[src/hdl/nht_pkg.sv]
`timescale 1ns / 1ps
`default_nettype none

package nht_pkg;

	// Table geometry.
	localparam int MAX_ENTRIES = 64;
	localparam int NAME_BYTES  = 8;
	localparam int SLOT_BIAS   = 23;
	localparam int SLOT_DEPTH  = 2 * MAX_ENTRIES + SLOT_BIAS;
	localparam int SLOT_W      = $clog2(SLOT_DEPTH);
	localparam int ENTRY_AW    = $clog2(MAX_ENTRIES);
	localparam int IDX_W       = 7;
	localparam int NAME_W      = 64;
	localparam int FUNC_W      = 2;
	localparam int STATUS_W    = 2;
	localparam int OUT_DATA_W  = 16;

	// ELF hash constants.
	localparam logic [31:0] HASH_TOP_MASK = 32'hf000_0000;
	localparam int          HASH_FOLD     = 24;
	localparam int          HASH_SHIFT    = 4;
	localparam int          HASH_W        = 28;
	localparam int          MOD_DIGITS    = HASH_W / HASH_SHIFT;

	// Operation codes.
	localparam logic [FUNC_W-1:0] FUNC_INSERT = 2'd0;
	localparam logic [FUNC_W-1:0] FUNC_LOOKUP = 2'd1;
	localparam logic [FUNC_W-1:0] FUNC_CLEAR  = 2'd2;

	// Result status codes.
	localparam logic [STATUS_W-1:0] STATUS_OK        = 2'd0;
	localparam logic [STATUS_W-1:0] STATUS_NOT_FOUND = 2'd1;
	localparam logic [STATUS_W-1:0] STATUS_FULL      = 2'd2;

	// Result of the hash unit: a one-cycle done pulse and the home slot.
	typedef struct packed {
		logic              done;
		logic [SLOT_W-1:0] pos;
	} hash_res_t;

	// Zero every byte from the first NUL on and every byte beyond nbytes.
	function automatic logic [NAME_W-1:0] canon_name(input logic [NAME_W-1:0] key,
			input int unsigned nbytes);
		logic [NAME_W-1:0] r;
		logic              live;
		r    = '0;
		live = 1'b1;
		for (int unsigned i = 0; i < 8; i++) begin
			if (i >= nbytes || key[8*i +: 8] == 8'h00) begin
				live = 1'b0;
			end
			if (live) begin
				r[8*i +: 8] = key[8*i +: 8];
			end
		end
		return r;
	endfunction

endpackage

`default_nettype wire

[src/hdl/nht_hash.sv]
`timescale 1ns / 1ps
`default_nettype none

module nht_hash import nht_pkg::*; (
	input  wire logic              clk,
	input  wire logic              arst_n,
	input  wire logic              start,
	input  wire logic [NAME_W-1:0] name,
	input  wire logic [SLOT_W-1:0] slots,
	output hash_res_t              res
);

	typedef enum logic [2:0] {
		HS_IDLE = 3'b001,
		HS_HASH = 3'b010,
		HS_MOD  = 3'b100
	} hash_state_t;

	hash_state_t       state_q;
	logic [NAME_W-1:0] name_q;
	logic [2:0]        cnt_q;
	logic [HASH_W-1:0] h_q;
	logic [SLOT_W-1:0] rem_q;
	logic [SLOT_W-1:0] slots_q;
	logic              done_q;

	logic [7:0]        cur_byte;
	logic [31:0]       h_sum;
	logic [31:0]       h_top;
	logic [31:0]       h_next;
	logic [SLOT_W:0]   r_step;
	logic [SLOT_W-1:0] rem_next;

	// One byte of the ELF hash per cycle.
	always_comb begin
		cur_byte = name_q[7:0];
		h_sum    = {h_q, {HASH_SHIFT{1'b0}}} + {24'd0, cur_byte};
		h_top    = h_sum & HASH_TOP_MASK;
		h_next   = h_sum ^ (h_top | (h_top >> HASH_FOLD));
	end

	// Four bits of restoring remainder per cycle; the remainder stays below slots.
	always_comb begin
		r_step = {1'b0, rem_q};
		for (int j = 0; j < HASH_SHIFT; j++) begin
			r_step = {r_step[SLOT_W-1:0], h_q[HASH_W-1-j]};
			if (r_step >= {1'b0, slots_q}) begin
				r_step = r_step - {1'b0, slots_q};
			end
		end
		rem_next = r_step[SLOT_W-1:0];
	end

	// Hash, then reduce modulo the slot count.
	always_ff @(posedge clk or negedge arst_n) begin
		if (!arst_n) begin
			state_q <= HS_IDLE;
			done_q  <= 1'b0;
		end else begin
			done_q <= 1'b0;
			case (state_q)
				HS_IDLE: begin
					if (start) begin
						state_q <= HS_HASH;
					end
				end
				HS_HASH: begin
					if (cur_byte == 8'h00 || cnt_q == 3'd7) begin
						state_q <= HS_MOD;
					end
				end
				HS_MOD: begin
					if (cnt_q == 3'(MOD_DIGITS - 1)) begin
						state_q <= HS_IDLE;
						done_q  <= 1'b1;
					end
				end
				default: begin
					state_q <= HS_IDLE;
				end
			endcase
		end
	end

	// Datapath registers.
	always_ff @(posedge clk) begin
		case (state_q)
			HS_IDLE: begin
				name_q  <= name;
				slots_q <= slots;
				h_q     <= '0;
				rem_q   <= '0;
				cnt_q   <= '0;
			end
			HS_HASH: begin
				if (cur_byte == 8'h00) begin
					cnt_q <= '0;
				end else begin
					h_q    <= h_next[HASH_W-1:0];
					name_q <= name_q >> 8;
					cnt_q  <= cnt_q + 3'd1;
				end
				if (cur_byte != 8'h00 && cnt_q == 3'd7) begin
					cnt_q <= '0;
				end
			end
			HS_MOD: begin
				rem_q <= rem_next;
				h_q   <= h_q << HASH_SHIFT;
				cnt_q <= cnt_q + 3'd1;
			end
			default: begin
				cnt_q <= '0;
			end
		endcase
	end

	assign res.done = done_q;
	assign res.pos  = rem_q;

endmodule

`default_nettype wire
[config.mk]
export PLATFORM = sky130hd
export DESIGN_NAME = nht_hash
export DESIGN_NICKNAME = d
export VERILOG_FILES = /design/src/hdl/nht_pkg.sv /design/src/hdl/nht_hash.sv
export SDC_FILE = /design/constraint.sdc
export NUM_CORES = 1
export LEC_CHECK = 0
export ABC_CLOCK_PERIOD_IN_PS = 18000
export BUFFER_PORTS_ARGS = -buffer_cell sky130_fd_sc_hd__buf_2
export CAP_MARGIN = 20
export CORE_ASPECT_RATIO = 0.75
export CORE_MARGIN = 2
export CORE_UTILIZATION = 55
export DETAILED_ROUTE_END_ITERATION = 8
export PLACE_DENSITY = 0.8
export SLEW_MARGIN = 5
export SYNTH_ARGS = -nofsm -noshare
export SYNTH_HDL_FRONTEND = slang
export SYNTH_SLANG_ARGS = --single-unit
export TNS_END_PERCENT = 5
[constraint.sdc]
create_clock -name clk -period 18 [get_ports clk]
set_input_delay 1.8 -clock clk [delete_from_list [all_inputs] [get_ports clk]]
set_output_delay 1.8 -clock clk [all_outputs]
set_load 0.01 [all_outputs]
Yosys cells after proc, flatten, opt, wreduce, memory -nomap -nowiden --
Cells that the tools add are included.
Operators by class: add/subtract/negate cells 6, $lt $le $gt $ge 4, equality and inequality tests 9, muxes and demuxes 18, bitwise logic cells 2, reduce and logical (&&, ||, !) cells 10
Operators with widths (count):
- one-hot mux 64 bit (2 select lines) | 1
- one-hot mux 28 bit (3 select lines) | 1
- two-way mux 64 bit | 1
- >= comparator 9 x 8 -> 1 bit | 4
- adder 32 x 8 -> 32 bit | 1
- two-way mux 8 bit | 4
- subtractor 8 bit | 4
- two-way mux 28 bit | 1
- XOR 28 bit | 1
- one-hot mux 8 bit (2 select lines) | 1
- two-way mux 3 bit | 5
- equality test 3 bit, second input constant | 3
- one-hot mux 3 bit (3 select lines) | 1
- logical NOT 8 bit | 1
- inequality test 2 bit, second input constant | 4
- bitwise OR 1 x 8 -> 8 bit, first input constant | 1
- nonzero test 8 bit | 1
- one-hot mux 3 bit (2 select lines) | 1
- AND reduction 2 bit | 2
- nonzero test 2 bit | 2
- adder 3 x 1 -> 3 bit, second input constant | 1
- equality test 3 x 1 -> 1 bit, second input constant | 1
- equality test 3 x 2 -> 1 bit, second input constant | 1
- AND reduction 3 bit | 1
- 4 further kinds | 5
Word-level totals: register bits 115, bits of input ports 75, output and inout port bits 9, logic and storage cells 56

Logic depth before layout (Yosys ltp) --
Gate-level depths: netlist of the first run.
depth after elaboration 9, depth in mapped cells 36, mapped depth without buffers 34

Worst setup path before layout of the first run --
Ideal clock, no wire load.
path kind reg-to-reg, start reg slots_q[1], end reg rem_q[0] (data pin), setup time 0.255 ns, arrival time 6.906 ns, data required time 17.745 ns, slack 10.839 ns, stages on the path, launching flop included 36, buffers on the path 2, period minus slack after synthesis 7.161 ns, cell sequence edfxtp_1 > inv_1 > ha_1 > nand2b_1 > a21oi_2 > o221ai_2 > nand2_1 > o21ai_0 > inv_1 > ha_1 > nor2b_1 > o2111ai_1 > a31oi_1 > nand2_1 > nor3b_4 > mux2_2 > ha_1 > or2_2 > a21oi_1 > a31oi_1 > nand2_1 > nand2_1 > a31oi_1 > clkbuf_8 > mux2i_1 > ha_1 > nor2b_1 > o21ai_0 > a21oi_1 > o21ai_0 > a21oi_1 > o21a_1 > a211oi_4 > buf_6 > nand3_1 > and3_1
On the way: longest elaborated chain between the ends 9, elaborated cells between the ends (all ways) 12
RTL lines:
- start, declared | RTL line nht_hash.sv:24 | logic [SLOT_W-1:0] slots_q;
- start signal, assigned | RTL line nht_hash.sv:90 | slots_q <= slots;
- subtractor 8 bit / >= comparator 9 x 8 -> 1 bit (equally long branches) | RTL line nht_hash.sv:48, nht_hash.sv:47
- two-way mux 8 bit | RTL line nht_hash.sv:47 | if (r_step >= {1'b0, slots_q}) begin
- subtractor 8 bit / >= comparator 9 x 8 -> 1 bit (equally long branches) | RTL line nht_hash.sv:48, nht_hash.sv:47
- two-way mux 8 bit | RTL line nht_hash.sv:47
- subtractor 8 bit / >= comparator 9 x 8 -> 1 bit (equally long branches) | RTL line nht_hash.sv:48, nht_hash.sv:47
- two-way mux 8 bit | RTL line nht_hash.sv:47
- >= comparator 9 x 8 -> 1 bit * | RTL line nht_hash.sv:47
- two-way mux 8 bit * | RTL line nht_hash.sv:47
- one-hot mux 8 bit (2 select lines) * | RTL line nht_hash.sv:87 | case (state_q)
- end signal, assigned | RTL line nht_hash.sv:108 | rem_q <= rem_next;
- end, declared | RTL line nht_hash.sv:23 | logic [SLOT_W-1:0] rem_q;
Mark *: on every way between the ends. The rest lies on a longest branch, timed or not. A chain may end at the register's enable or synchronous reset.

Worst setup path after layout of the first run --
start reg slots_q[1], end reg rem_q[7] (data pin)
On the way: longest elaborated chain between the ends 9, elaborated cells between the ends (all ways) 13
RTL lines (RTL line):
- subtractor 8 bit / >= comparator 9 x 8 -> 1 bit (equally long branches) | nht_hash.sv:48, nht_hash.sv:47
- two-way mux 8 bit | nht_hash.sv:47
- subtractor 8 bit / >= comparator 9 x 8 -> 1 bit (equally long branches) | nht_hash.sv:48, nht_hash.sv:47
- two-way mux 8 bit | nht_hash.sv:47
- subtractor 8 bit / >= comparator 9 x 8 -> 1 bit (equally long branches) | nht_hash.sv:48, nht_hash.sv:47
- two-way mux 8 bit | nht_hash.sv:47
- subtractor 8 bit / >= comparator 9 x 8 -> 1 bit (equally long branches) | nht_hash.sv:48, nht_hash.sv:47
- two-way mux 8 bit * | nht_hash.sv:47
- one-hot mux 8 bit (2 select lines) * | nht_hash.sv:87
Marks and branches as above.

==> qor.yml, run 1 <==
portBuffers: 83
cts-root-buf: "clkbuf_16"
min_period_ps: 8480
cp.required_ps: 18150
dp_hpwl_um: 11600
clk_latency_ps: 420
finalCritPeriodShare_pct: 47.1
grt-ovfl-total: 0
syn_inst: 729
drive_gt1_share_pct: 18.6
rsz0062_at_grt: "false"
synth.top_cell.area_share_pct: 46.1
synthMuxAreaShare_pct: 3.08
drc: 0
synth_common_cells: "nand2_1 (218), edfxtp_1 (108), o21ai_0 (50)"
numCtsBuffers: 17
slew_headroom_pct: 43.9
ctsHoldBuffers: 0
cp-end-kind: "flip-flop"
ctsResizeCount: 0
avgSynthCellArea_sq_um: 9.65
ys_ff_latch: 115
slowest_delay_ps: 470
dp_cells: 957
row_count: 35
place.gp.congestion: 0.935
synth_top_family_by_area: "simple AND/OR/NAND/NOR gates"
ant_nets: 0
h-tree-depth: 4
synth.distinct_cells: 64
final_hold_viol_count: 0
synthXorXnorAreaFrac_pct: 3.36
postCtsSetupRepairBufs: 0
ioPinCount: 84
max_freq_mhz: 118
syn2layout_area_growth_pct: 15.9
clkTransAtPathRegs_ps: 50
nets: 929
synth_seq_area_share_pct: 48.4
synth_compound_area_share_pct: 11.5
synth_simple_gate_area_share_pct: 22.1
outcome: "finished, final reports clean"
path_max_fanout: 11
ys.warnings.count: 0
synth_fa_ha_area_share_pct: 8.36
dpl_cell_area_sq_um: 7570
grt_max_degree: 91
vias_per_cell: 5.73
finClkSkew_ps: 17.2
first_pass_iters: 5
instances_no_fill: 989
start_util_pct: 56.7
clockBufferDepth: 2
clock-sinks: 115
hold_path.class: "reg -> reg"
die_h_um: 102
syn-cell-area_sq_um: 7030
wl_per_cell_um: 16.6
async_reset_ff_share_pct: 3.48
synth_fp_nets: 848
dieArea_sq_um: 13700
yosys.area.top_type: "edfxtp_1"
grt_pass1_vias: 5479
synth_most_common_cell: "nand2_1"
dr.first_iter.drc_count: 590
drv_slew: 0
dr_total_vias: 5669
core-area_sq_um: 12400
grtUsageTotal_pct: 25.5
cap_viol_max_count: 0
wirelength_um: 16400
diodes: 0
cts_tree: "done"
yosys-top-cells-area: "edfxtp_1 (46%), nand2_1 (12%), ha_1 (6.9%), o21ai_0 (3.6%), xnor2_1 (2.7%)"
crit_type: "reg -> reg"
finalSetupViolCount: 0
arrival_ps: 8630
start_kind: "flip-flop"
stdcell_area_sq_um: 8150
critPathSlowestCell: "edfxtp_1"
ys.flop_type: "edfxtp_1"
grt_pass1_wl_um: 27200
synth_edf_count: 108
die_w_um: 135
worst_slew_pin_slew_ps: 841
antenna_found_initial: 0
setup_tns_ps: 0
-- per-layer routing --
metal	global-route usage, %	vias up	routed length [um]
met4	5.67	0	100
met5	0	-	0
met1	36.6	2694	7450
met2	39.6	220	7460
li1	-	2741	-
met3	6.70	14	1420
-- critical path: cells and delay by family, from the launching register on --
family,cells,cell delay [ps]
AO/OA/AOI/OAI,16,3420
AND/OR/NAND/NOR,9,1610
adder cells (fa/ha/maj),4,1270
multiplexers,2,790
buffers and inverters,3,660
flip-flops,1,470
-- cells by family after synthesis --
family,Yosys count
and+or+nand+nor,346
muxes,19
adders and majority gates,44
DFF,115
AOI/OAI and AO/OA,128
xor gates and xnor gates,27
buffers and inverters,50
-- stage by stage --
step                setup slack (ps)  util, %  hold WS, ps
global route                    8810     65.8          531
finish                          9520     65.8          503
CTS                             9660     65.8          495
detailed placement              9830     61.1          488
global placement               10090     61.1          425
floorplan                      10840        -          417
-- layout make-up --
| type | instances | area, sq um |
|---|---|---|
| Clock buffer | 18 | 429 |
| Clock inverter | 14 | 153 |
| Fill cell | 972 | 4240 |
| Inverter | 24 | 90.1 |
| Multi-Input combinational cell | 564 | 3420 |
| Sequential cell | 115 | 3400 |
| Tap cell | 166 | 208 |
| Timing Repair Buffer | 88 | 453 |
-- placed cells by master (no fill, tap or decap), types with 4 or more instances in the layout --
master / instances
nand2b_1: 5
and3_1: 13
xnor2_1: 22
nand2_1: 217
xor2_1: 5
edfxtp_1: 108
buf_4: 5
ha_1: 39
nor2b_1: 12
nor2_1: 30
mux2_2: 13
clkbuf_16: 17
a21o_1: 10
buf_2: 83
nor3_1: 8
inv_6: 4
a21oi_1: 25
mux2i_1: 4
nand3_1: 17
o21a_1: 7
and2_1: 15
nand4_1: 7
a31oi_1: 12
o21ai_0: 50
inv_1: 24
clkinv_4: 4
fa_1: 5
-- worst paths after layout --
path | from | to | cells past startpoint | slack [ps]
max | slots_q[1] | rem_q[7] | 34 | 9520
min reg2reg | cnt_q[0] | cnt_q[0] | 1 | 500
min in group asynchronous | arst_n | state_q[1] | 1 | 1180
max reg2reg | slots_q[1] | rem_q[7] | 34 | 9520
min | cnt_q[0] | cnt_q[0] | 1 | 500
max in group asynchronous | arst_n | state_q[0] | 1 | 16610
-- flip-flops by register name, indices dropped and copies added, names as in the netlist --
| signal | flops |
|---|---|
| done_q | 1 |
| cnt_q | 3 |
| slots_q | 8 |
| state_q | 3 |
| rem_q | 8 |
| name_q | 64 |
| h_q | 28 |
Power of run 1 is not shown: default switching activity piles up to over one toggle a cycle in this logic, so the estimate is an artifact.
==> run 2: changes to the inputs <==
- ABC_AREA: not set -> 1
- ABC_CLOCK_PERIOD_IN_PS: 18000 -> 8760
- clock period: 18 -> 8.76 ns (I/O delays scaled with it)
==> qor.yml, run 2 <==
worstRegToRegCells: 46
synth_fp_nets: 1007
vias_per_cell: 5.26
worst_slew_pin_slew_ps: 841
nets: 1092
cp.required_ps: 8920
multi_input_area_sq_um: 3350
grt_pass1_vias: 5861
ys.flop_type: "edfxtp_1"
crit_top_cell: "nand2_1"
finClkSkew_ps: 18.6
synth_most_common_cell: "nand2_1"
ctsHoldBuffers: 0
row_count: 36
drc: 0
synth.top_cell.area_share_pct: 44.5
dieArea_sq_um: 14200
synth_seq_area_share_pct: 46.7
grtUsageTotal_pct: 24.8
layout_commonest_cell: "nand2_1"
ioPinCount: 84
setup_tns_ps: 0
slowest_delay_ps: 470
postCtsSetupRepairBufs: 0
r2r_start: "slots_q[1]"
nFillCells: 1031
ys.warnings.count: 0
syn2layout_area_growth_pct: 16.5
drive_gt1_share_pct: 15.6
yosys.area.top_type: "edfxtp_1"
ctsResizeCount: 0
ys_ff_latch: 115
place.gp.congestion: 0.916
synth_edf_count: 108
top_register: "name_q"
diodes: 0
wl_per_cell_um: 14.6
outcome: "finished, final reports clean"
path_max_fanout: 11
cts_tree: "done"
crit_type: "reg -> reg"
die_w_um: 137
portBuffers: 83
max_freq_mhz: 140
start_kind: "flip-flop"
numCtsBuffers: 17
rsz0062_at_grt: "false"
cp-endpoint: "rem_q[5]"
grt_max_degree: 86
timing.rr.end: "rem_q[5]"
hold_path.class: "in -> async"
synth.distinct_cells: 47
dp_slack_ps: 1750
clkTransAtPathRegs_ps: 70
drv_slew: 0
first_pass_iters: 5
synth_common_cells: "nand2_1 (315), inv_1 (115), edfxtp_1 (108)"
avgSynthCellArea_sq_um: 8.21
slew_headroom_pct: 43.9
dr.first_iter.drc_count: 496
core-area_sq_um: 13000
yosys-top-cells-area: "edfxtp_1 (45%), nand2_1 (16%), ha_1 (6.7%), inv_1 (5.9%), nor2_1 (3.6%)"
ant_nets: 0
reg_top3: "name_q: 64 flops, h_q: 28 flops"
clockBufferDepth: 2
clk_latency_ps: 420
cap_viol_max_count: 0
clock-sinks: 115
ff2ff_setup_slack_ps: 1600
h-tree-depth: 4
cp-end-kind: "flip-flop"
async_reset_ff_share_pct: 3.48
cts-root-buf: "clkbuf_16"
dr_total_vias: 6082
finalSetupViolCount: 0
arrival_ps: 7320
wirelength_um: 16900
dp_hpwl_um: 11700
grt-ovfl-total: 0
finalCritPeriodShare_pct: 81.7
setup_slack_ps: 1600
syn_inst: 888
die_h_um: 104
start_util_pct: 56.2
final_hold_viol_count: 0
crit_start: "slots_q[1]"
antenna_found_initial: 1
critPathSlowestCell: "edfxtp_1"
min_period_ps: 7160
regArea_sq_um: 3400
largest_register_ffs: 64
grt_pass1_wl_um: 27600
final_cell_mix: "nand2_1 (315), inv_1 (115), edfxtp_1 (108)"
syn-cell-area_sq_um: 7290
run 2: cell types whose count changed after synthesis, moves of 11 or more:
cell,previous run,this run
a21oi_1,25,38
and2_1,15,0
and3_1,13,0
inv_1,24,115
mux2_2,13,0
nand2_1,218,315
nand3_1,17,30
nor2_1,31,70
nor2b_1,12,0
o21ai_0,50,24
o21ai_1,0,11
xnor2_1,22,6
xor2_1,5,21
run 2: critical path: cells and delay by family (launching register included):
kind / cells / cell delay [ps]
AND/OR/NAND/NOR: 29 / 3100
buffers and inverters: 5 / 640
flip-flops: 1 / 470
adder cells (fa/ha/maj): 4 / 1390
AO/OA/AOI/OAI: 8 / 1280
run 2: area by class of cell:
cell class | instances | share of cell area, %
multi-input combinational | 633 | 39.5
timing repair buffer | 88 | 5.57
clock buffer | 17 | 5.01
clock inverter | 15 | 2.02
tap | 171 | 2.52
inverter | 118 | 5.26
sequential | 115 | 40.1
run 2: cells by family after synthesis:
kind of cell / Yosys count / synth area share (%)
AOI/OAI and AO/OA: 97 / 7.45
buffers and inverters: 140 / 7.42
and+or+nand+nor: 465 / 27.1
xor gates and xnor gates: 27 / 3.25
DFF: 115 / 46.7
adders and majority gates: 44 / 8.07
run 2: through the flow:
stage                     cell area (sq um)  hold slack, ps  instances  utilization (%)
final                                  8490             257       1157             65.4
after CTS                              8460             246       1156             65.2
after global placement                 7860             431       1124             60.6
after global routing                   8490             248       1157             65.4
after floorplan                        7290             417        888                -
after detailed placement               7860             443       1124             60.6
run 2: worst min path at each step:
stage,start,end,cells past startpoint
4_1_cts,arst_n,state_q[1],1
6_report,arst_n,state_q[1],1
2_1_floorplan,cnt_q[0],cnt_q[0],1
5_1_grt,arst_n,state_q[1],1
3_5_place_dp,cnt_q[0],cnt_q[0],1
3_3_place_gp,cnt_q[0],cnt_q[0],1
run 2: routing by layer:
metal | vias up | global-route usage, % | share of wire, %
met5 | - | 0 | 0.077
met4 | 2 | 6.92 | 1.1
met3 | 16 | 7.10 | 7.1
met2 | 218 | 38.3 | 46
met1 | 2788 | 34.2 | 46
li1 | 3058 | - | -
Power of run 2 is left out for the same reason.
