[config.mk]
export PLATFORM = sky130hd
export DESIGN_NAME = nht_ram
export DESIGN_NICKNAME = d
export VERILOG_FILES = /design/src/hdl/nht_ram.sv
export SDC_FILE = /design/constraint.sdc
export NUM_CORES = 1
export LEC_CHECK = 0
export BUFFER_PORTS_ARGS = -buffer_cell sky130_fd_sc_hd__buf_2
export CAP_MARGIN = 20
export CELL_PAD_IN_SITES_DETAIL_PLACEMENT = 0
export CELL_PAD_IN_SITES_GLOBAL_PLACEMENT = 2
export CORE_MARGIN = 3
export CORE_UTILIZATION = 40
export CTS_CLUSTER_SIZE = 24
export DETAILED_ROUTE_END_ITERATION = 6
export PLACE_DENSITY_LB_ADDON = 0.1
export SLEW_MARGIN = 10
export SYNTH_ARGS = -nofsm -noshare
export SYNTH_HDL_FRONTEND = slang
export SYNTH_SLANG_ARGS = --single-unit
[constraint.sdc]
create_clock -name clk -period 2.3 [get_ports clk]
set_input_delay 0.23 -clock clk [delete_from_list [all_inputs] [get_ports clk]]
set_output_delay 0.23 -clock clk [all_outputs]
set_load 0.02 [all_outputs]
[src/hdl/nht_ram.sv]
`timescale 1ns / 1ps
`default_nettype none

module nht_ram #(
	parameter int WIDTH = 8,
	parameter int DEPTH = 16
) (
	input  wire logic                     clk,
	input  wire logic                     we,
	input  wire logic [$clog2(DEPTH)-1:0] waddr,
	input  wire logic [WIDTH-1:0]         wdata,
	input  wire logic [$clog2(DEPTH)-1:0] raddr,
	output logic      [WIDTH-1:0]         rdata
);

	logic [WIDTH-1:0] mem [DEPTH];

	// One write port and one registered read port.
	always_ff @(posedge clk) begin
		if (we) begin
			mem[waddr] <= wdata;
		end
		rdata <= mem[raddr];
	end

endmodule

`default_nettype wire

# After elaboration in Yosys (flattened, before gate mapping)
# Memory sizes are Yosys's and may differ from the RTL's. A register that Yosys moved wholly into a read port is not among the register bits.
# Cells that the tools add are included.
[op_classes]
n_mux = 2
[ops]
columns = ["cell", "count"]
rows = [
  ["2-to-1 mux 1 bit", 2],
]
[totals]
register_bits = 0
ramBits = 128
output_inout_bits = 8
n_memories = 1
[memory_table]
columns = ["memory", "depth", "width", "read_ports", "rd_ports_with_merged_regs", "write_ports", "line_no", "source"]
rows = [
  ["mem", 16, 8, 1, 1, 1, "16", "logic [WIDTH-1:0] mem [DEPTH];"],
]

# Logic depth before layout (Yosys ltp)
# Gate-level depths: netlist (run 1).
[depth]
ltp_word = 2
mapped_depth = 5
mapped_depth_nobuf = 3

# Least setup slack after synthesis (run 1)
# No wires, ideal clock.
[synth_path]
kind = "input to register"
startpoint = "input port waddr[2]"
endpoint = "memory mem[0][0] (enable)"
setup_time_ns = 0.383
arrival_ns = 1.340
slack_ns = 0.577
stages = 2
path_cell_list = "or3b_2 > nor3_1"
[synth_lines]
columns = ["item", "line_no", "source"]
rows = [
  ["from (decl)", "10", "input wire logic [$clog2(DEPTH)-1:0] waddr,"],
  ["to (decl)", "16", ""],
]
# No word-level cell before the write port.

==> results of run 1 <==
-- flip-flops by register name, indices dropped and copies added (netlist names) --
register,flops
rdata,8
mem,128
-- cell usage in the layout, fill, tap and decap left out, types with 8 or more instances in the layout --
master and n:
nand2_1 9, buf_4 17, a22oi_1 16, edfxtp_1 128, clkbuf_16 17, buf_2 25
mux4_1 14, dfxtp_1 8, nor2_1 13, mux4_2 18
-- worst reg2reg max path, stage by stage, from the launching register on --
cell and delay, ps:
edfxtp_1 340, mux4_1 540, a22oi_1 310, nand2_1 90
-- kinds of logic (layout without fill, tap and decap cells) --
| family | after synthesis | in the layout | share of synthesized area [%] |
|---|---|---|---|
| DFF | 136 | 136 | 77.8 |
| and+or+nand+nor | 35 | 35 | 3.18 |
| AOI/OAI and AO/OA | 16 | 16 | 2.33 |
| muxes | 32 | 32 | 15.0 |
| buffers and inverters | 10 | 75 | 1.68 |
-- per-stage QoR --
step | setup slack [ps] | hold slack, ps
final | 903 | 208
after global routing | 848 | 208
after CTS | 890 | 203
after detailed placement | 533 | 633
after global placement | 528 | 631
after floorplan | 577 | 329
-- worst max-delay path by stage --
stage                          end  slack (ps)
2_1_floorplan  mem[0][0]$_DFFE_PP_         580
3_3_place_gp      rdata[1]$_DFF_P_         530
3_5_place_dp      rdata[1]$_DFF_P_         530
4_1_cts           rdata[1]$_DFF_P_         890
5_1_grt           rdata[1]$_DFF_P_         850
6_report          rdata[1]$_DFF_P_         900
-- report_power, final --
part	leakage, nW	total (W)	internal (W)	switching [W]
sequential	1.22	0.00279	0.00277	0.0000172
clock	0.234	0.00220	0.00134	0.000862
combinational	0.580	0.000277	0.000111	0.000166
total	2.04	0.00527	0.00423	0.00105
-- per-layer routing --
layer  global-route usage, %  wire, um
met5                       0         0
met3                    4.94       423
met4                    5.15        62
met1                    21.8      4880
met2                    23.7      4950
-- final cells by class --
cell class	instances	area, um2	share of cell area (%)
Clock inverter	8	32.5	0.538
Multi-Input combinational cell	83	1060	17.5
Tap cell	168	210	3.48
Timing Repair Buffer	44	293	4.84
Clock buffer	23	448	7.41
Sequential cell	136	4000	66.2
==> metrics.log, run 1 <==
[metrics] wire length of the first global-routing pass: ~16,000 um
[metrics] Hold Fails Final Rpt: 0
[metrics] initial cell density of the core: about two fifths
[metrics] DRC violation count after routing: 0
[metrics] placed cell count: 431
[metrics] Levels on crit path: 3
[metrics] core region area: roughly 0.012 mm2
[metrics] sequential element share of the synthesized area: slightly below 80%
[metrics] count leader, synth: edfxtp_1
[metrics] number of cell rows: 40
[metrics] clk sink count: ~140
[metrics] maximum number of pins on one net before global-route repair: 33
[metrics] Critical path origin: mem[1][1]$_DFFE_PP_
[metrics] Post-CTS Setup Bufs: 0
[metrics] violation count after the first detailed-route iteration: 254
[metrics] Avg Cell Area, Syn: about 22 um2
[metrics] vertical die dimension: approximately 120 um
[metrics] YS warnings: 0
[metrics] share of flip-flops with an asynchronous set or reset after synthesis: 0%
[metrics] total power: ~0.0053 W
[metrics] count of final setup violators: 0
[metrics] count of hold buffers inserted by post-cts repair: 0
[metrics] Max-Slew Margin vs Limit: a little under half
[metrics] worst skew pair latency: roughly 400 ps
[metrics] count of buffering cells on the critical path with inverters included: 0
[metrics] number of filler cells placed in the layout: around 1.1k
[metrics] post-detailed-route count of antenna-violating nets: 0
[metrics] Hold Crit Depth: 1
[metrics] layout overhead on the synthesized area: 17.4%
[metrics] # Max-Cap Violations: 0
[metrics] die footprint: between 0.01 and 0.015 mm2
[metrics] number of instances resized during post-cts repair: 0
[metrics] number of buffers added by the clock tree synthesis step: 17
[metrics] #FFs+latches synth: roughly 140
[metrics] IR drop worst, VDD: 0.000431 V
[metrics] dominant register cell in the synthesized netlist: edfxtp_1
[metrics] Mapped Cells: between 200 and 250
[metrics] biggest cell delay along the critical path: 540 ps
[metrics] vias: ~2.3k
[metrics] TritonCTS clock tree: done
[metrics] arrival time at the worst endpoint: 1680 ps
[metrics] via count of the first global-routing pass: 2,517
[metrics] Power Dens Cells: 872 mW/mm2
[metrics] floorplan die width: roughly 120 um
[metrics] list of most frequent post-synthesis cells: edfxtp_1, mux4_2, a22oi_1, mux4_1, nor2_1
[metrics] area fraction of the dominant cell type after synthesis: about three quarters
[metrics] terminating pin of the worst hold path: mem[9][6]$_DFFE_PP_
[metrics] status: finished clean
[metrics] number of max-slew violations in the final report: 0
[metrics] Placed Area: about 0.0056 mm2
[metrics] critical hold path startpoint: wdata[6]
[metrics] total leakage power: ~2 nW
[metrics] Crit. End Element: flop
[metrics] area of the mapped netlist: just over 0.005 mm2
[metrics] Clock Skews: 8.61 ps
[metrics] Util after Layout: around half
[metrics] number of flops mapped to enable cells by yosys: between 100 and 150
[metrics] category of the critical setup timing path: flop to flop
[metrics] maximum achievable frequency: between 700 and 800 MHz
[metrics] HPWL after detailed placement: ~6500 um
[metrics] largest fanout on the critical path: 1
[metrics] io pins: 26
[metrics] critical path cell sequence: mux4_1, a22oi_1, nand2_1
[metrics] average vias per placed instance: around 5.1
[metrics] root buf cell: clkbuf_16
[metrics] clock transition at the registers of the reported paths: 50 ps
[metrics] Top delay family on crit path: multiplexers
[metrics] All-Layer GR Usage: between 10% and 20%
[metrics] endpoint of the worst register-to-register path: rdata[1]$_DFF_P_
[metrics] Port Buffers: 25
[metrics] Startpoint Class: flop
[metrics] post-synthesis cell type with the largest combined area: edfxtp_1
[metrics] buffer depth of the longest clock path: 2
[metrics] Post-Syn Nets: about 250
[metrics] worst reg2reg setup slack: ~900 ps
[metrics] worst hold-check path type: input pin to flop
[metrics] overflow left after global routing: 0
[metrics] Reg2Reg Depth: 3
[metrics] required arrival time at the worst endpoint: 2580 ps
[metrics] post-route fraction of the period consumed by the critical path: 60.7%
[metrics] Reg2Reg Launch Point: mem[1][1]$_DFFE_PP_
[metrics] Layout Nets: 300
[metrics] # H-tree levels: 4
[metrics] total wire length after detailed routing: about 10,000 um
[metrics] min cycle time layout: between 1000 and 1500 ps
[metrics] master of the slowest instance on the critical path: mux4_1
[metrics] post-synth cell types: 19
[metrics] Post-Route Setup TNS: 0 ps
[metrics] Routed wire per std cell: ~22 um
[metrics] Pre-antenna DRT Iters: 4
[metrics] non-filler cells, final: 462
[metrics] Synth area leaders: edfxtp_1, mux4_2, mux4_1
[metrics] number of antenna violations at the first check in global routing: 0
[metrics] pin slew with the least headroom to its limit: between 800 and 900 ps
[metrics] proportion of layout cells with a drive suffix above 1: 27.9%
[metrics] Antenna Diode Count: 0
[metrics] routability-driven placement congestion ratio: 0.675
[metrics] RSZ-0062 raised after global routing: no
[metrics] post-route cell area: 0.00604 mm2
(Power assumes the default switching activity.)
==> run 2: changes to the inputs <==
==> constraint.sdc (replaced) <==
create_clock -name clk -period 1.2 [get_ports clk]
set_input_delay 0.12 -clock clk [delete_from_list [all_inputs] [get_ports clk]]
set_output_delay 0.12 -clock clk [all_outputs]
set_load 0.02 [all_outputs]
==> run 2 against run 1 <==
  * The run now ends with negative setup slack left
  * Wire length decreased by 1.8%
  * Sequential share of layout area down 4.7 points
  * Die area did not move
  * Non-clock buffer count up 18
  * Clock skew is 4.1 ps lower
  * Design area rose by 7.7%
  * Clock-buffer cell count fell by 6
  * Cell count up 4.1%
  * Power rose by 130%
  * Setup slack worse by 960 ps
  * Utilization is 3.8 points higher
  * Critical path type unchanged
  * Critical endpoint is now rdata[2]$_DFF_P_
==> metrics.log, run 2 (same netlist as run 1, synthesis figures left out) <==
[metrics] status: finished, violations left
[metrics] violations in the final reports: negative setup slack
[metrics] vias: 2,427
[metrics] required arrival time at the worst endpoint: 1490 ps
[metrics] total wire length after detailed routing: roughly 10,000 um
[metrics] # Max-Cap Violations: 0
[metrics] flip-flop count of the largest register, all copies and words added: 128
[metrics] Critical path origin: mem[10][2]$_DFFE_PP_
[metrics] vertical die dimension: 119 um
[metrics] number of antenna violations at the first check in global routing: 0
[metrics] wire length of the first global-routing pass: around 16,000 um
[metrics] IR drop worst, VDD: ~0.0015 V
[metrics] io pins: 26
[metrics] critical hold path startpoint: wdata[0]
[metrics] pin slew with the least headroom to its limit: between 900 and 1000 ps
[metrics] number of filler cells placed in the layout: around 1.0k
[metrics] M1 GR Usage: a little over a fifth
[metrics] layout overhead on the synthesized area: 26.5%
[metrics] Hold Fails Final Rpt: 0
[metrics] # H-tree levels: 4
[metrics] initial cell density of the core: approximately two fifths
[metrics] TritonCTS clock tree: done
[metrics] sequential group share of total power: between 40 and 50%
[metrics] count of final setup violators: 8
[metrics] proportion of total power due to net switching: around 18%
[metrics] maximum achievable frequency: between 700 and 800 MHz
[metrics] logic gate share of total power: just over 5%
[metrics] Port Buffers: 25
[metrics] number of cell rows: 40
[metrics] Clock Skews: around 4.5 ps
[metrics] Layout Nets: approximately 320
[metrics] HPWL after detailed placement: roughly 6800 um
[metrics] count of hold buffers inserted by post-cts repair: 0
[metrics] Crit. End Element: flop
[metrics] clk sink count: 136
[metrics] Post-Route Setup TNS: -260 ps
[metrics] proportion of layout cells with a drive suffix above 1: between 40% and 50%
[metrics] core region area: roughly 0.012 mm2
[metrics] root buf cell: clkbuf_16
[metrics] buffer depth of the longest clock path: 2
[metrics] Power Dens Cells: 1890 mW/mm2
[metrics] All-Layer GR Usage: between 15 and 20%
[metrics] via count of the first global-routing pass: between 2k and 3k
[metrics] busiest layer in global routing: met2
[metrics] worst skew pair latency: approximately 410 ps
[metrics] min cycle time layout: around 1300 ps
[metrics] average vias per placed instance: 5.05
[metrics] met3 routing resource usage after global routing: 4.08%
[metrics] maximum number of pins on one net before global-route repair: 18
[metrics] Startpoint Class: flop
[metrics] category of the critical setup timing path: flop to flop
[metrics] number of max-slew violations in the final report: 0
[metrics] met2 global-route usage: about a quarter
[metrics] Antenna Diode Count: 0
[metrics] die footprint: between 0.01 and 0.015 mm2
[metrics] worst setup margin: -61.2 ps
[metrics] post-route fraction of the period consumed by the critical path: 105%
[metrics] post-detailed-route count of antenna-violating nets: 0
[metrics] RSZ-0062 raised after global routing: yes
[metrics] worst hold-check path type: input pin to flop
[metrics] Pre-antenna DRT Iters: 4
[metrics] Max-Slew Margin vs Limit: a little under two fifths
[metrics] most frequent standard cell in the layout excluding fill and tap cells: edfxtp_1
[metrics] DRC violation count after routing: 0
[metrics] registers with the highest flip-flop counts: mem: 128 flops, rdata: 8 flops
[metrics] register name with the most flops: mem
[metrics] top library cells by usage in the layout, fill and taps aside: edfxtp_1, mux4_2, buf_4
[metrics] number of buffers added by the clock tree synthesis step: 17
[metrics] clock transition at the registers of the reported paths: around 60 ps
[metrics] Reg area: about 0.004 mm2
[metrics] total leakage power: approximately 2.2 nW
[metrics] total power: 0.0123 W
[metrics] floorplan die width: about 120 um
[metrics] relative contribution of the clock network to total power: about half
[metrics] largest fanout on the critical path: 1
[metrics] Routed wire per std cell: about 21 um
[metrics] arrival time at the worst endpoint: roughly 1600 ps
[metrics] area of combinational cells with multiple inputs: roughly 0.0011 mm2
[metrics] cell-internal power: about 0.010 W
[metrics] net switching component of the power: roughly 0.0022 W
[metrics] routability-driven placement congestion ratio: a little under 0.7
[metrics] violation count after the first detailed-route iteration: between 150 and 200
[metrics] Reg2Reg Launch Point: mem[10][2]$_DFFE_PP_
[metrics] overflow left after global routing: 0
-- run 2: changes by cell type in the layout (fill, tap and decap cells not counted), sizes merged --
| cell | before | now |
|---|---|---|
| clkinv | 8 | 4 |
| clkinvlp | 0 | 2 |
| buf | 44 | 62 |
| bufinv | 0 | 9 |
| clkbuf | 23 | 17 |
-- run 2: layer usage --
| metal | vias to the layer above | wire length [um] |
|---|---|---|
| met5 | - | 0 |
| met4 | 0 | 166 |
| met3 | 14 | 423 |
| met2 | 58 | 4830 |
| met1 | 1251 | 4710 |
| li1 | 1104 | - |
-- run 2: repair_timing --
item / in CTS / in global routing
cloned: 0 / 0
setup buffers: 0 / 0
setup endpoints to repair: 8 / 8
pin swaps: 10 / 2
resized for setup: 20 / 0
endpoints found under the hold margin: 0 / 0
-- run 2: cell type report --
type	count	area share, %
multi-input combinational	83	16.8
tap	168	3.23
sequential	136	61.5
clock inverter	15	4.65
clock buffer	17	6.53
timing repair buffer	62	7.34
-- run 2: final timing paths --
path,to,slack [ps],depth (start not counted)
max,rdata[2]$_DFF_P_,-60,3
min,mem[6][0]$_DFFE_PP_,90,1
max reg2reg,rdata[2]$_DFF_P_,-60,3
min reg2reg,rdata[5]$_DFF_P_,680,3
-- run 2: worst max-delay path: stages, from the launching register on --
cell and delay [ps]:
edfxtp_1 380, mux4_2 480, a22oi_1 190, nand2_1 90
-- run 2: through the flow --
| stage | instances | utilization, % | hold slack, ps | worst slack, ps | instance area (um2) |
|---|---|---|---|---|---|
| after CTS | 481 | 52.9 | 73.6 | -54.9 | 6510 |
| final | 481 | 52.9 | 94.2 | -61.2 | 6510 |
| after global routing | 481 | 52.9 | 102 | -130 | 6510 |
| after floorplan | 229 | - | 219 | -56.3 | 5190 |
| after detailed placement | 449 | 46.9 | 518 | -381 | 5770 |
| after global placement | 449 | 46.9 | 510 | -402 | 5770 |
-- run 2: power groups by stage --
stage | combinational, W | sequential, W | clock, W
after detailed placement | 0.000607 | 0.00544 | 0
after global routing | 0.000677 | 0.00535 | 0.00666
after global placement | 0.000601 | 0.00544 | 0
after floorplan | 0.000286 | 0.00547 | 0
after CTS | 0.000641 | 0.00535 | 0.00646
final | 0.000622 | 0.00534 | 0.00633
==> run 3: changes to the inputs <==
==> constraint.sdc (replaced) <==
create_clock -name clk -period 1.26 [get_ports clk]
set_input_delay 0.126 -clock clk [delete_from_list [all_inputs] [get_ports clk]]
set_output_delay 0.126 -clock clk [all_outputs]
set_load 0.02 [all_outputs]
==> run 3 against run 2 <==
  * The run still ends with negative setup slack left
  * Register-to-register slack improved by 60 ps
  * Wire length grew 3.6%
  * First-iteration DRC count up 15%
  * Die area did not move
  * Cell count increased by 0.42%
  * Critical endpoint is now rdata[4]$_DFF_P_
  * Largest cell class unchanged
  * Highest routed layer unchanged
==> metrics.log, run 3 (same netlist as run 1, synthesis figures left out) <==
[metrics] maximum number of pins on one net before global-route repair: 17
[metrics] Post-Route Setup TNS: -2.93 ps
[metrics] Port Buffers: 25
[metrics] Layout Nets: about 320
[metrics] total leakage power: between 2 and 2.5 nW
[metrics] logic gate share of total power: between 5 and 6%
[metrics] IR drop worst, VDD: approximately 0.0009 V
[metrics] count of buffering cells on the critical path with inverters included: 0
[metrics] status: finished, violations left
[metrics] Hold Fails Final Rpt: 0
[metrics] wire length of the first global-routing pass: between 15,000 and 20,000 um
[metrics] pin slew with the least headroom to its limit: about 1100 ps
[metrics] master of the slowest instance on the critical path: mux4_2
[metrics] # H-tree levels: 4
[metrics] overflow left after global routing: 0
[metrics] proportion of layout cells with a drive suffix above 1: roughly 40%
[metrics] clk sink count: 136
[metrics] layout overhead on the synthesized area: 23.7%
[metrics] Pre-antenna DRT Iters: 4
[metrics] Power Dens Cells: about 1600 mW/mm2
[metrics] critical path cell sequence: mux4_2, a22oi_2, nand2_1
[metrics] clock transition at the registers of the reported paths: around 50 ps
[metrics] required arrival time at the worst endpoint: 1560 ps
[metrics] Post-CTS Setup Bufs: 0
[metrics] Clock Skews: a little under 5 ps
[metrics] Placement Setup Slack: -413 ps
[metrics] min cycle time layout: about 1300 ps
[metrics] DRC violation count after routing: 0
[metrics] biggest cell delay along the critical path: approximately 500 ps
[metrics] most frequent standard cell in the layout excluding fill and tap cells: edfxtp_1
[metrics] Routed wire per std cell: 21.7 um
[metrics] Crit. End Element: flop
[metrics] # Max-Cap Violations: 0
[metrics] total power: between 0.01 and 0.015 W
[metrics] number of cell rows: 40
[metrics] arrival time at the worst endpoint: approximately 1600 ps
[metrics] net switching component of the power: ~0.0020 W
[metrics] violation count after the first detailed-route iteration: between 150 and 200
[metrics] placed cell count: roughly 450
[metrics] routability-driven placement congestion ratio: around 0.66
[metrics] post-route fraction of the period consumed by the critical path: 100%
[metrics] relative contribution of the clock network to total power: about 44%
[metrics] total wire length after detailed routing: 10,500 um
[metrics] post-detailed-route count of antenna-violating nets: 0
[metrics] worst hold-check path type: input pin to flop
[metrics] TritonCTS clock tree: done
[metrics] Max-Slew Margin vs Limit: roughly 26%
[metrics] Top delay family on crit path: multiplexers
[metrics] sequential group share of total power: between 40% and 50%
[metrics] Util after Layout: 51.7%
[metrics] buffer depth of the longest clock path: 2
[metrics] All-Layer GR Usage: 15.9%
[metrics] non-filler cells, final: just under 500
[metrics] floorplan die width: around 120 um
[metrics] Startpoint Class: flop
[metrics] number of antenna violations at the first check in global routing: 0
[metrics] worst skew pair latency: 400 ps
[metrics] vertical die dimension: roughly 120 um
[metrics] core region area: about 0.012 mm2
[metrics] number of max-slew violations in the final report: 0
[metrics] category of the critical setup timing path: flop to flop
[metrics] die footprint: about 0.014 mm2
[metrics] violations in the final reports: negative setup slack
[metrics] RSZ-0062 raised after global routing: yes
[metrics] initial cell density of the core: between 40% and 50%
[metrics] maximum achievable frequency: 792 MHz
[metrics] worst setup margin: -2.93 ps
[metrics] number of buffers added by the clock tree synthesis step: 17
[metrics] Antenna Diode Count: 0
[metrics] top library cells by usage in the layout, fill and taps aside: edfxtp_1, buf_4, mux4_2
[metrics] root buf cell: clkbuf_16
[metrics] average vias per placed instance: 5.09
[metrics] count of final setup violators: 1
[metrics] proportion of total power due to net switching: approximately a fifth
[metrics] vias: roughly 2.5k
[metrics] register name with the most flops: mem
[metrics] registers with the highest flip-flop counts: mem: 128 flops, rdata: 8 flops
[metrics] largest fanout on the critical path: 1
[metrics] io pins: 26
[metrics] HPWL after detailed placement: between 7000 and 8000 um
[metrics] flip-flop count of the largest register, all copies and words added: about 130
[metrics] cell-internal power: 0.00827 W
[metrics] via count of the first global-routing pass: between 2k and 3k
run 3: cell types whose count changed in the layout (fill, tap and decap cells not counted), sizes merged:
cell | previous run | this run
buf | 62 | 65
clkbuf | 17 | 27
bufinv | 9 | 2
clkinvlp | 2 | 0
clkinv | 4 | 2
run 3: through the flow:
step	hold WS [ps]	instance area, um2
floorplan	225	5190
global placement	525	5820
detailed placement	530	5820
CTS	87.9	6380
global route	105	6370
finish	107	6370
run 3: metal layers:
layer	up-vias	share of wire, %	global-route usage, %
li1	1114	-	-
met1	1268	43	20.9
met2	66	51	24.4
met3	10	5.2	5.18
met4	0	1.1	7.09
met5	-	0	0
run 3: final timing paths:
check                       start              endpoint  slack, ps  depth (start not counted)
max reg2reg  mem[10][4]$_DFFE_PP_      rdata[4]$_DFF_P_         -3                          3
min reg2reg   mem[4][0]$_DFFE_PP_      rdata[0]$_DFF_P_        660                          3
max          mem[10][4]$_DFFE_PP_      rdata[4]$_DFF_P_         -3                          3
min                      wdata[5]  mem[12][5]$_DFFE_PP_        110                          1
run 3: what timing repair did:
item                                    4_1_cts  5_1_grt
resized for setup                            13        5
pin swaps                                     7        4
hold buffers                                  0        0
endpoints found under the setup margin        8        7
run 3: final cells by class:
class                           count  area, um2
Sequential cell                   136       4000
Clock buffer                       27        473
Timing Repair Buffer               65        513
Tap cell                          168        210
Multi-Input combinational cell     83       1100
Clock inverter                      4       68.8
Fill cell                        1025       5940
run 3: power by group through the flow:
stage / clock network [W] / logic (W) / registers [W]
3_3_place_gp: 0 / 0.000572 / 0.00518
3_5_place_dp: 0 / 0.000575 / 0.00518
4_1_cts: 0.00466 / 0.000598 / 0.00509
2_1_floorplan: 0 / 0.000265 / 0.00521
6_report: 0.00454 / 0.000588 / 0.00510
5_1_grt: 0.00488 / 0.000634 / 0.00510
